<file path="config.mk">
export PLATFORM = sky130hd
export DESIGN_NAME = ordered_list_store_flat
export DESIGN_NICKNAME = d
export VERILOG_FILES = /design/src/rtl/core/ols_pkg.sv /design/src/rtl/core/ols_if.sv /design/src/rtl/core/ols_cell.sv /design/src/rtl/core/ols_pick.sv /design/src/rtl/core/ordered_list_store.sv /design/src/flat_wrapper.sv
export SDC_FILE = /design/constraint.sdc
export NUM_CORES = 2
export LEC_CHECK = 0
export BUFFER_PORTS_ARGS = -buffer_cell sky130_fd_sc_hd__buf_4
export CAP_MARGIN = 20
export CORE_MARGIN = 2
export CORE_UTILIZATION = 50
export DETAILED_ROUTE_END_ITERATION = 10
export PLACE_DENSITY_LB_ADDON = 0.3
export REMOVE_ABC_BUFFERS = 1
export SYNTH_ARGS = -nofsm -noshare
export SYNTH_HDL_FRONTEND = slang
export SYNTH_SLANG_ARGS = --single-unit
</file>
<file path="constraint.sdc">
create_clock -name clock -period 7.34 [get_ports clock]
set_clock_uncertainty 0.2 [all_clocks]
set_input_delay 1.468 -clock clock [delete_from_list [all_inputs] [get_ports clock]]
set_output_delay 1.468 -clock clock [all_outputs]
set_load 0.02 [all_outputs]
</file>
<file path="src/rtl/core/ols_pkg.sv">
// Package for the ordered list store: operation and status codes, the control
// group that drives one list cell, and default sizes.
// No dependencies.
package ols_pkg;

   localparam int OLS_DEPTH     = 16;
   localparam int OLS_WORD_BITS = 32;

   localparam int OP_BITS     = 3;
   localparam int VALUE_BITS  = 32;
   localparam int POS_BITS    = 6;
   localparam int STATUS_BITS = 3;
   localparam int COUNT_BITS  = 5;

   localparam logic [VALUE_BITS-1:0] NEG_ONE = '1;

   typedef enum logic [OP_BITS-1:0] {
      OP_PUSH_BACK    = 3'd0,
      OP_POP_BACK     = 3'd1,
      OP_PUSH_FRONT   = 3'd2,
      OP_POP_FRONT    = 3'd3,
      OP_INSERT_AFTER = 3'd4,
      OP_READ_AT      = 3'd5,
      OP_FIND         = 3'd6
   } ols_op_type;

   typedef enum logic [STATUS_BITS-1:0] {
      ST_OK       = 3'd0,
      ST_INDEX    = 3'd1,
      ST_EMPTY    = 3'd2,
      ST_NOTFOUND = 3'd3,
      ST_FULL     = 3'd4
   } ols_status_type;

   // What one cell loads at the next edge; at most one bit is set.
   typedef struct packed {
      logic load_new;
      logic take_prev;
      logic take_next;
   } ols_cell_ctl_type;

endpackage

</file>
<file path="src/rtl/core/ols_if.sv">
// Channel interfaces of the ordered list store: the request channel and the
// response channel, each with valid, ready and its payload. Uses ols_pkg.
interface ols_req_if import ols_pkg::*; ();
   logic                          valid;
   logic                          ready;
   logic        [OP_BITS-1:0]     operation;
   logic signed [VALUE_BITS-1:0]  value;
   logic signed [POS_BITS-1:0]    position;

   modport source (output valid, output operation, output value, output position,
                   input ready);
   modport sink   (input valid, input operation, input value, input position,
                   output ready);
endinterface

interface ols_rsp_if import ols_pkg::*; ();
   logic                          valid;
   logic                          ready;
   logic signed [VALUE_BITS-1:0]  result_word;
   logic        [STATUS_BITS-1:0] status;
   logic        [COUNT_BITS-1:0]  count;

   modport source (output valid, output result_word, output status, output count,
                   input ready);
   modport sink   (input valid, input result_word, input status, input count,
                   output ready);
endinterface

</file>
<file path="src/rtl/core/ols_cell.sv">
// One slot of the list: holds a word, shifts it to or from its neighbors and
// compares it against the search key. Uses ols_pkg.
module ols_cell import ols_pkg::*; #(
   parameter int WORD_BITS = OLS_WORD_BITS
) (
   input  logic                        clock,
   input  ols_cell_ctl_type            ctl,
   input  logic signed [WORD_BITS-1:0] new_word,
   input  logic signed [WORD_BITS-1:0] prev_word,
   input  logic signed [WORD_BITS-1:0] next_word,
   input  logic signed [WORD_BITS-1:0] key,
   output logic signed [WORD_BITS-1:0] word,
   output logic                        hit
);

   logic signed [WORD_BITS-1:0] word_ff;
   logic signed [WORD_BITS-1:0] word_in;

   always_comb begin
      priority if (ctl.load_new) begin
         word_in = new_word;
      end else if (ctl.take_prev) begin
         word_in = prev_word;
      end else if (ctl.take_next) begin
         word_in = next_word;
      end else begin
         word_in = word_ff;
      end
   end

   always_ff @(posedge clock) begin
      word_ff <= word_in;
   end

   assign word = word_ff;
   assign hit  = (word_ff == key);

endmodule

</file>
<file path="src/rtl/core/ols_pick.sv">
// Picks the lowest selected cell: gives its index and its word, and whether any
// cell was selected at all. Uses ols_pkg.
module ols_pick import ols_pkg::*; #(
   parameter int DEPTH     = OLS_DEPTH,
   parameter int WORD_BITS = OLS_WORD_BITS,
   localparam int IW       = $clog2(DEPTH)
) (
   input  logic        [DEPTH-1:0]     sel,
   input  logic signed [WORD_BITS-1:0] words [DEPTH],
   output logic                        found,
   output logic        [IW-1:0]        index,
   output logic signed [WORD_BITS-1:0] word
);

   logic [DEPTH-1:0] first;

   // Isolate the lowest set bit with one two's-complement add.
   assign first = sel & (~sel + DEPTH'(1));
   assign found = |sel;

   always_comb begin
      index = '0;
      word  = '0;
      for (int i = 0; i < DEPTH; i++) begin
         if (first[i]) begin
            index = index | IW'(i);
            word  = word | words[i];
         end
      end
   end

endmodule

</file>
<file path="src/rtl/core/ordered_list_store.sv">
// Top level of the ordered list store: the row of list cells, operation
// decode and the registered response. Uses ols_pkg, ols_if, ols_cell, ols_pick.
//
// The block keeps an ordered list of up to DEPTH signed words in a row of
// cells, one word per cell, with the entry count in a register. Each request
// beat carries one operation (push back, pop back, push front, pop front,
// insert after a position where -1 means the front, read at a position, or
// find the first position holding a value) and produces exactly one response
// beat with the popped or read word, the found index or -1, a status code and
// the count after the operation. The cells shift toward the back or the
// front all at once, and a find compares every cell against the key in
// parallel before a priority pick chooses the lowest hit, so a new request
// beat can be taken on every cycle while the request side is not stalled.
// The response sits in an output register from the cycle after its request;
// while that register holds a beat the sink has not taken, the request side
// is stalled. An insert or push into a full list is refused with the full
// status, a bad position with the index error status, and a pop from an
// empty list with the empty status; refused operations leave the list
// unchanged. Code 7 is answered with word 0 and status ok. Stored words keep
// their low WORD_BITS bits and come back sign-extended. The list is empty
// after reset; cell contents are never read before they are written.
module ordered_list_store import ols_pkg::*; #(
   parameter int DEPTH     = OLS_DEPTH,
   parameter int WORD_BITS = OLS_WORD_BITS
) (
   input  logic      clock,
   input  logic      reset,
   ols_req_if.sink   req_bus,
   ols_rsp_if.source rsp_bus
);

   localparam int CW = $clog2(DEPTH + 1);
   localparam int IW = $clog2(DEPTH);
   // Signed width that holds a position, a count and a count plus one.
   localparam int PW = ((CW > POS_BITS) ? CW : POS_BITS) + 1;

   logic [CW-1:0] count_ff;
   logic [CW-1:0] count_in;

   logic                          rsp_valid_ff;
   logic signed [VALUE_BITS-1:0]  rsp_word_ff;
   logic signed [VALUE_BITS-1:0]  rsp_word_in;
   ols_status_type                rsp_status_ff;
   ols_status_type                status_in;
   logic [CW-1:0]                 rsp_count_ff;

   logic req_accept;
   logic rsp_accept;

   ols_op_type op;
   logic signed [PW-1:0] pos_ext;
   logic signed [PW-1:0] count_ext;
   logic signed [PW-1:0] after_pos;
   logic signed [PW-1:0] slot_pos;
   logic signed [PW-1:0] rd_pos;
   logic                 is_insert;
   logic                 use_find;
   logic                 do_insert;
   logic                 do_pop_front;
   logic                 full;

   logic signed [WORD_BITS-1:0] store_word;
   logic signed [WORD_BITS-1:0] cell_word [DEPTH];
   logic        [DEPTH-1:0]     cell_hit;
   logic        [DEPTH-1:0]     pick_sel;
   logic                        pick_found;
   logic        [IW-1:0]        pick_index;
   logic signed [WORD_BITS-1:0] pick_word;

   // The output register frees up when it is empty or being drained.
   assign req_bus.ready = !rsp_valid_ff || rsp_bus.ready;
   assign req_accept    = req_bus.valid && req_bus.ready;
   assign rsp_accept    = rsp_valid_ff && rsp_bus.ready;

   assign op         = ols_op_type'(req_bus.operation);
   assign pos_ext    = PW'(req_bus.position);
   assign count_ext  = signed'({{(PW - CW){1'b0}}, count_ff});
   assign full       = (count_ff == CW'(DEPTH));
   assign store_word = WORD_BITS'(req_bus.value);
   assign slot_pos   = after_pos + PW'(1);

   // Where an insert goes and which cell a read looks at.
   always_comb begin
      after_pos = pos_ext;
      rd_pos    = pos_ext;
      is_insert = 1'b0;
      use_find  = 1'b0;
      unique case (op)
         OP_PUSH_BACK: begin
            after_pos = count_ext - PW'(1);
            is_insert = 1'b1;
         end
         OP_PUSH_FRONT: begin
            after_pos = -PW'(1);
            is_insert = 1'b1;
         end
         OP_INSERT_AFTER: begin
            is_insert = 1'b1;
         end
         OP_POP_BACK: begin
            rd_pos = count_ext - PW'(1);
         end
         OP_POP_FRONT: begin
            rd_pos = '0;
         end
         OP_FIND: begin
            use_find = 1'b1;
         end
         default: begin
         end
      endcase
   end

   // Status, response word and the next count.
   always_comb begin
      do_insert    = 1'b0;
      do_pop_front = 1'b0;
      count_in     = count_ff;
      rsp_word_in  = '0;
      status_in    = ST_OK;
      if (is_insert) begin
         if (after_pos < -PW'(1) || after_pos >= count_ext) begin
            rsp_word_in = NEG_ONE;
            status_in   = ST_INDEX;
         end else if (full) begin
            rsp_word_in = NEG_ONE;
            status_in   = ST_FULL;
         end else begin
            do_insert = req_accept;
            count_in  = count_ff + CW'(1);
         end
      end else begin
         unique case (op)
            OP_POP_BACK, OP_POP_FRONT: begin
               if (count_ff == '0) begin
                  rsp_word_in = NEG_ONE;
                  status_in   = ST_EMPTY;
               end else begin
                  rsp_word_in  = VALUE_BITS'(pick_word);
                  count_in     = count_ff - CW'(1);
                  do_pop_front = req_accept && (op == OP_POP_FRONT);
               end
            end
            OP_READ_AT: begin
               if (pos_ext < PW'(0) || pos_ext >= count_ext) begin
                  rsp_word_in = NEG_ONE;
                  status_in   = ST_INDEX;
               end else begin
                  rsp_word_in = VALUE_BITS'(pick_word);
               end
            end
            OP_FIND: begin
               if (pick_found) begin
                  rsp_word_in = signed'({{(VALUE_BITS - IW){1'b0}}, pick_index});
               end else begin
                  rsp_word_in = NEG_ONE;
                  status_in   = ST_NOTFOUND;
               end
            end
            default: begin
            end
         endcase
      end
   end

   // The row of cells. On an insert, cells above the slot up to the old count
   // take their lower neighbor and the slot takes the new word; on a pop from
   // the front, every occupied cell but the last takes its upper neighbor.
   for (genvar i = 0; i < DEPTH; i++) begin : g_cell
      localparam logic signed [PW-1:0] CELL_POS = PW'(i);
      ols_cell_ctl_type            ctl;
      logic signed [WORD_BITS-1:0] prev_word;
      logic signed [WORD_BITS-1:0] next_word;

      assign ctl.load_new  = do_insert && (CELL_POS == slot_pos);
      assign ctl.take_prev = do_insert && (CELL_POS > slot_pos) && (CELL_POS <= count_ext);
      assign ctl.take_next = do_pop_front && (CELL_POS + PW'(1) < count_ext);

      if (i == 0) begin : g_first
         assign prev_word = store_word;
      end else begin : g_inner_prev
         assign prev_word = cell_word[i-1];
      end
      if (i == DEPTH - 1) begin : g_last
         assign next_word = cell_word[i];
      end else begin : g_inner_next
         assign next_word = cell_word[i+1];
      end

      assign pick_sel[i] = use_find ? (cell_hit[i] && (CELL_POS < count_ext))
                                    : (rd_pos == CELL_POS);

      ols_cell #(
         .WORD_BITS (WORD_BITS)
      ) u_cell (
         .clock     (clock),
         .ctl       (ctl),
         .new_word  (store_word),
         .prev_word (prev_word),
         .next_word (next_word),
         .key       (store_word),
         .word      (cell_word[i]),
         .hit       (cell_hit[i])
      );
   end

   ols_pick #(
      .DEPTH     (DEPTH),
      .WORD_BITS (WORD_BITS)
   ) u_pick (
      .sel   (pick_sel),
      .words (cell_word),
      .found (pick_found),
      .index (pick_index),
      .word  (pick_word)
   );

   always_ff @(posedge clock) begin
      if (reset) begin
         count_ff     <= '0;
         rsp_valid_ff <= 1'b0;
      end else begin
         if (req_accept) begin
            count_ff     <= count_in;
            rsp_valid_ff <= 1'b1;
         end else if (rsp_accept) begin
            rsp_valid_ff <= 1'b0;
         end
      end
   end

   always_ff @(posedge clock) begin
      if (req_accept) begin
         rsp_word_ff   <= rsp_word_in;
         rsp_status_ff <= status_in;
         rsp_count_ff  <= count_in;
      end
   end

   assign rsp_bus.valid       = rsp_valid_ff;
   assign rsp_bus.result_word = rsp_word_ff;
   assign rsp_bus.status      = rsp_status_ff;
   assign rsp_bus.count       = COUNT_BITS'(rsp_count_ff);

   // The count never passes the capacity of the row.
   a_count_bound: assert property (@(posedge clock) disable iff (reset)
      count_ff <= CW'(DEPTH))
      else $error("list count above capacity");

   // A refused operation leaves the count where it was.
   a_refused_keeps_count: assert property (@(posedge clock) disable iff (reset)
      req_accept && status_in != ST_OK |=> count_ff == $past(count_ff))
      else $error("refused operation changed the count");

   // An accepted beat moves the count by at most one entry.
   a_count_step: assert property (@(posedge clock) disable iff (reset)
      req_accept |=> (count_ff == $past(count_ff))
                  || (count_ff == CW'($past(count_ff) + CW'(1)))
                  || (CW'(count_ff + CW'(1)) == $past(count_ff)))
      else $error("count moved by more than one entry");

endmodule

</file>
<file path="src/flat_wrapper.sv">
// flat-port wrapper written by rule: the top's interface ports become plain ports
module ordered_list_store_flat import ols_pkg::*;
#(
   parameter int DEPTH     = OLS_DEPTH,
   parameter int WORD_BITS = OLS_WORD_BITS
)
  (clock, reset, req_bus_valid, req_bus_operation, req_bus_value, req_bus_position, req_bus_ready, rsp_bus_valid, rsp_bus_result_word, rsp_bus_status, rsp_bus_count, rsp_bus_ready);
  ols_req_if req_bus_i ();
  ols_rsp_if rsp_bus_i ();
  input  logic clock;
  input  logic reset;
  input wire logic [$bits(req_bus_i.valid)-1:0] req_bus_valid;
  input wire logic [$bits(req_bus_i.operation)-1:0] req_bus_operation;
  input wire logic [$bits(req_bus_i.value)-1:0] req_bus_value;
  input wire logic [$bits(req_bus_i.position)-1:0] req_bus_position;
  output wire logic [$bits(req_bus_i.ready)-1:0] req_bus_ready;
  output wire logic [$bits(rsp_bus_i.valid)-1:0] rsp_bus_valid;
  output wire logic [$bits(rsp_bus_i.result_word)-1:0] rsp_bus_result_word;
  output wire logic [$bits(rsp_bus_i.status)-1:0] rsp_bus_status;
  output wire logic [$bits(rsp_bus_i.count)-1:0] rsp_bus_count;
  input wire logic [$bits(rsp_bus_i.ready)-1:0] rsp_bus_ready;
  assign req_bus_i.valid = req_bus_valid;
  assign req_bus_i.operation = req_bus_operation;
  assign req_bus_i.value = req_bus_value;
  assign req_bus_i.position = req_bus_position;
  assign req_bus_ready = req_bus_i.ready;
  assign rsp_bus_valid = rsp_bus_i.valid;
  assign rsp_bus_result_word = rsp_bus_i.result_word;
  assign rsp_bus_status = rsp_bus_i.status;
  assign rsp_bus_count = rsp_bus_i.count;
  assign rsp_bus_i.ready = rsp_bus_ready;
  ordered_list_store #(.DEPTH(DEPTH), .WORD_BITS(WORD_BITS)) u_core (.clock(clock), .reset(reset), .req_bus(req_bus_i), .rsp_bus(rsp_bus_i));
endmodule
</file>
==> results.md <==
* Pins Over Slew Limit at 0
* Unique masters post-synth at 92
* Final Critical Period at 6.37 ns
* Run status: complete, no violations
* # setup viols final at 0
* Synthesis-to-finish area growth at 8.42%
* Switching Fraction at 27.7%
* Pleak at 14.2 nW
* CP cell instances: buf_4 -> nand3b_1 -> buf_4 -> nor4_1 -> nand4_1 -> nor4_1 -> a22oi_1 -> nand2_1 -> nor3_1 -> and2_1 -> a222oi_1 -> nor4b_1 -> buf_4 -> o21ai_1
* Hold Crit Class: reg2reg
* Cts hold-fix bufs at 0
* Routability cong. at 1.06
* Flop pwr share at 46.7%
* Peak supply drop at 0.170 mV
* Pin count of the biggest net entering global routing at 65
* DR iter-0 viols at 6388
* H-tree depth at 2
* Most common cell in the netlist: edfxtp_1
* Slowest CP cell: nor4_1
* CP endpoint kind: flop
* Port buffer count at 86
* Ys Warns at 0
* Nature of the critical path startpoint: primary input
* Clock Sinks at 558
* Slew Limit Headroom at 25.2%
* Worst-path clk slew at 0.06 ns
* Final wirelength at 157000 um
* Initial Utilization at 50.3%
* Overall Power at 7.55 mW
* DRC violations left at 0
* Crit-path max FO at 20
* I/O Pins at 87
* Die ar. at 79800 sq um
* DR WL/cell at 31.5 um
* DP Worst Slack at 0.713 ns
* Power share of the clock group at 40.2%
* Fin Hold WS at 0.338 ns
* Synth cell count leaders: edfxtp_1, nor2_1, nand2_1, a21oi_1, xor2_1
* RSZ-0062 raised after global routing: no
* Fmax at 0.157 GHz
* Die Y at 283 um
* Post-Route Setup TNS at 0 ns
* Switching power at 2.09 mW
* Worst skew pair latency at 0.67 ns
* Synth async-reset ratio at 0%
* Area leader, netlist: edfxtp_1
* Cell area after synthesis at 38800 sq um
* Fraction of layout cells with a size suffix above 1 at 10.4%
* CTS Buf Count at 60
* Final Core Density at 54.6%
* Die Width at 283 um
* Nets at 3966
* Via count at 34366
* Dpl hpwl at 111000 um
* CTS tree: built
* R2R setup slack at 1.08 ns
* Seq/Total Area, Yosys at 43.0%
* Final WS setup at 0.966 ns
* Postcts setup bufs at 0
* Max Cap Violations at 0
* Initial antenna violation count at 7
* Data required, critical path at 7.53 ns
* Vias in the first global route at 31166
* Post-route ant nets at 0
* Core area at 77100 sq um
* Top cell type's share of synthesized area at 42.7%
* Largest stage delay, worst path at 0.78 ns
* First-pass GRT wire length at 224000 um
* Final hold violations at 0
* Placed cells at 4877
* Avg Cell Area, Syn at 9.70 sq um
* Layout Cells excl Fill at 4990
* Synth top area cells: edfxtp_1, mux2i_1, xor2_1, xnor2_1, a21oi_1
* Clock Tree Buf Depth at 3
* Placed cell area at 40200 sq um
* Crit share post-route at 86.8%
* Setup CP Type: in2reg
* Most frequent CP cell: buf_4
* Power density over the cells at 180 nW/um^2
* GRT Total Usage at 38.4%
* Resized Gates After CTS at 0
* GR Overflow Total at 0
* Top FF cell, synth: edfxtp_1
* Cell area after layout at 42100 sq um
* Worst Max-Slew Pin Slew at 1.12 ns
* Power Internal at 5.46 mW
* Crit path arrival time at 6.56 ns
* Mapped Cells at 4002
* DR pass1 iterations at 8
* Drt via density at 6.89
* Flops & latches, synth at 558
* Combinational Power Share at 13.1%
* Post-synth EDFFs at 552
* Clk Tree Root Cell: clkbuf_16
* Cell Rows at 102
## worst max-delay path: cells and delay by family
kind | cells | cell delay [ns]
compound gates | 3 | 1.10
simple gates | 8 | 3.31
buf+inv | 3 | 0.66
## cell type report
| cell class | instances | area, sq um |
|---|---|---|
| sequential | 558 | 16700 |
| clock inverter | 27 | 190 |
| timing repair buffer | 219 | 1780 |
| tap | 1040 | 1300 |
| clock buffer | 82 | 1680 |
| multi-input combinational | 3045 | 20300 |
| antenna | 2 | 5.00 |
| fill | 6921 | 35000 |
| inverter | 17 | 63.8 |
## placed cells by master, fill, tap and decap left out, drive strengths merged, types with 44 or more instances in the layout
| cell | netlist | layout |
|---|---|---|
| nor2 | 469 | 469 |
| o22ai | 73 | 73 |
| a22oi | 85 | 85 |
| clkbuf | 171 | 82 |
| a22o | 82 | 82 |
| nor3 | 44 | 44 |
| mux2 | 65 | 65 |
| a21oi | 352 | 352 |
| mux2i | 296 | 296 |
| xnor2 | 208 | 208 |
| xor2 | 313 | 313 |
| a31oi | 108 | 108 |
| nand2 | 368 | 368 |
| nand4 | 73 | 73 |
| o21ai | 110 | 110 |
| nand3 | 56 | 56 |
| nor4 | 95 | 95 |
| buf | 211 | 219 |
| edfxtp | 552 | 552 |
## worst paths after layout
kind / start / to / cells past startpoint
max: req_bus_operation[0] / u_core.rsp_bus.result_word[14] / 14
min: u_core.rsp_bus.valid / u_core.rsp_bus.valid / 2
max reg2reg: u_core.count_ff[1] / u_core.rsp_bus.result_word[14] / 16
min reg2reg: u_core.rsp_bus.valid / u_core.rsp_bus.valid / 2
## power groups by stage
stage               clock network [mW]  logic (mW)  registers, mW
global route                      3.14        1.01           3.53
global placement                     0       0.936           3.59
finish                            3.04       0.988           3.53
detailed placement                   0       0.940           3.59
floorplan                            0       0.400           3.63
CTS                               3.03       0.945           3.53
## kinds of logic after synthesis
group,count (synthesis),synth area share [%]
compound gates,933,15.4
xor+xnor,521,11.8
fa+ha+maj,20,0.645
buf+inv,399,5.06
flops,558,43.0
mux,361,9.52
simple gates,1210,14.5
## layer usage
metal | up-vias | track usage, % | wire length, um
li1 | 14528 | - | -
met1 | 16468 | 50.0 | 57200
met2 | 2887 | 57.3 | 67400
met3 | 473 | 12.0 | 22000
met4 | 10 | 20.2 | 10400
met5 | - | 0 | 140
## sequential cells by signal, summed over array words and instances, names as in the netlist
| register | count |
|---|---|
| u_core.rsp_bus.result_word | 32 |
| u_core.g_cell.u_cell.word | 512 |
| u_core.rsp_bus.valid | 1 |
| u_core.rsp_bus.count | 5 |
| u_core.count_ff | 5 |
| u_core.rsp_bus.status | 3 |
No activity file was read; power rests on OpenSTA's default activity.
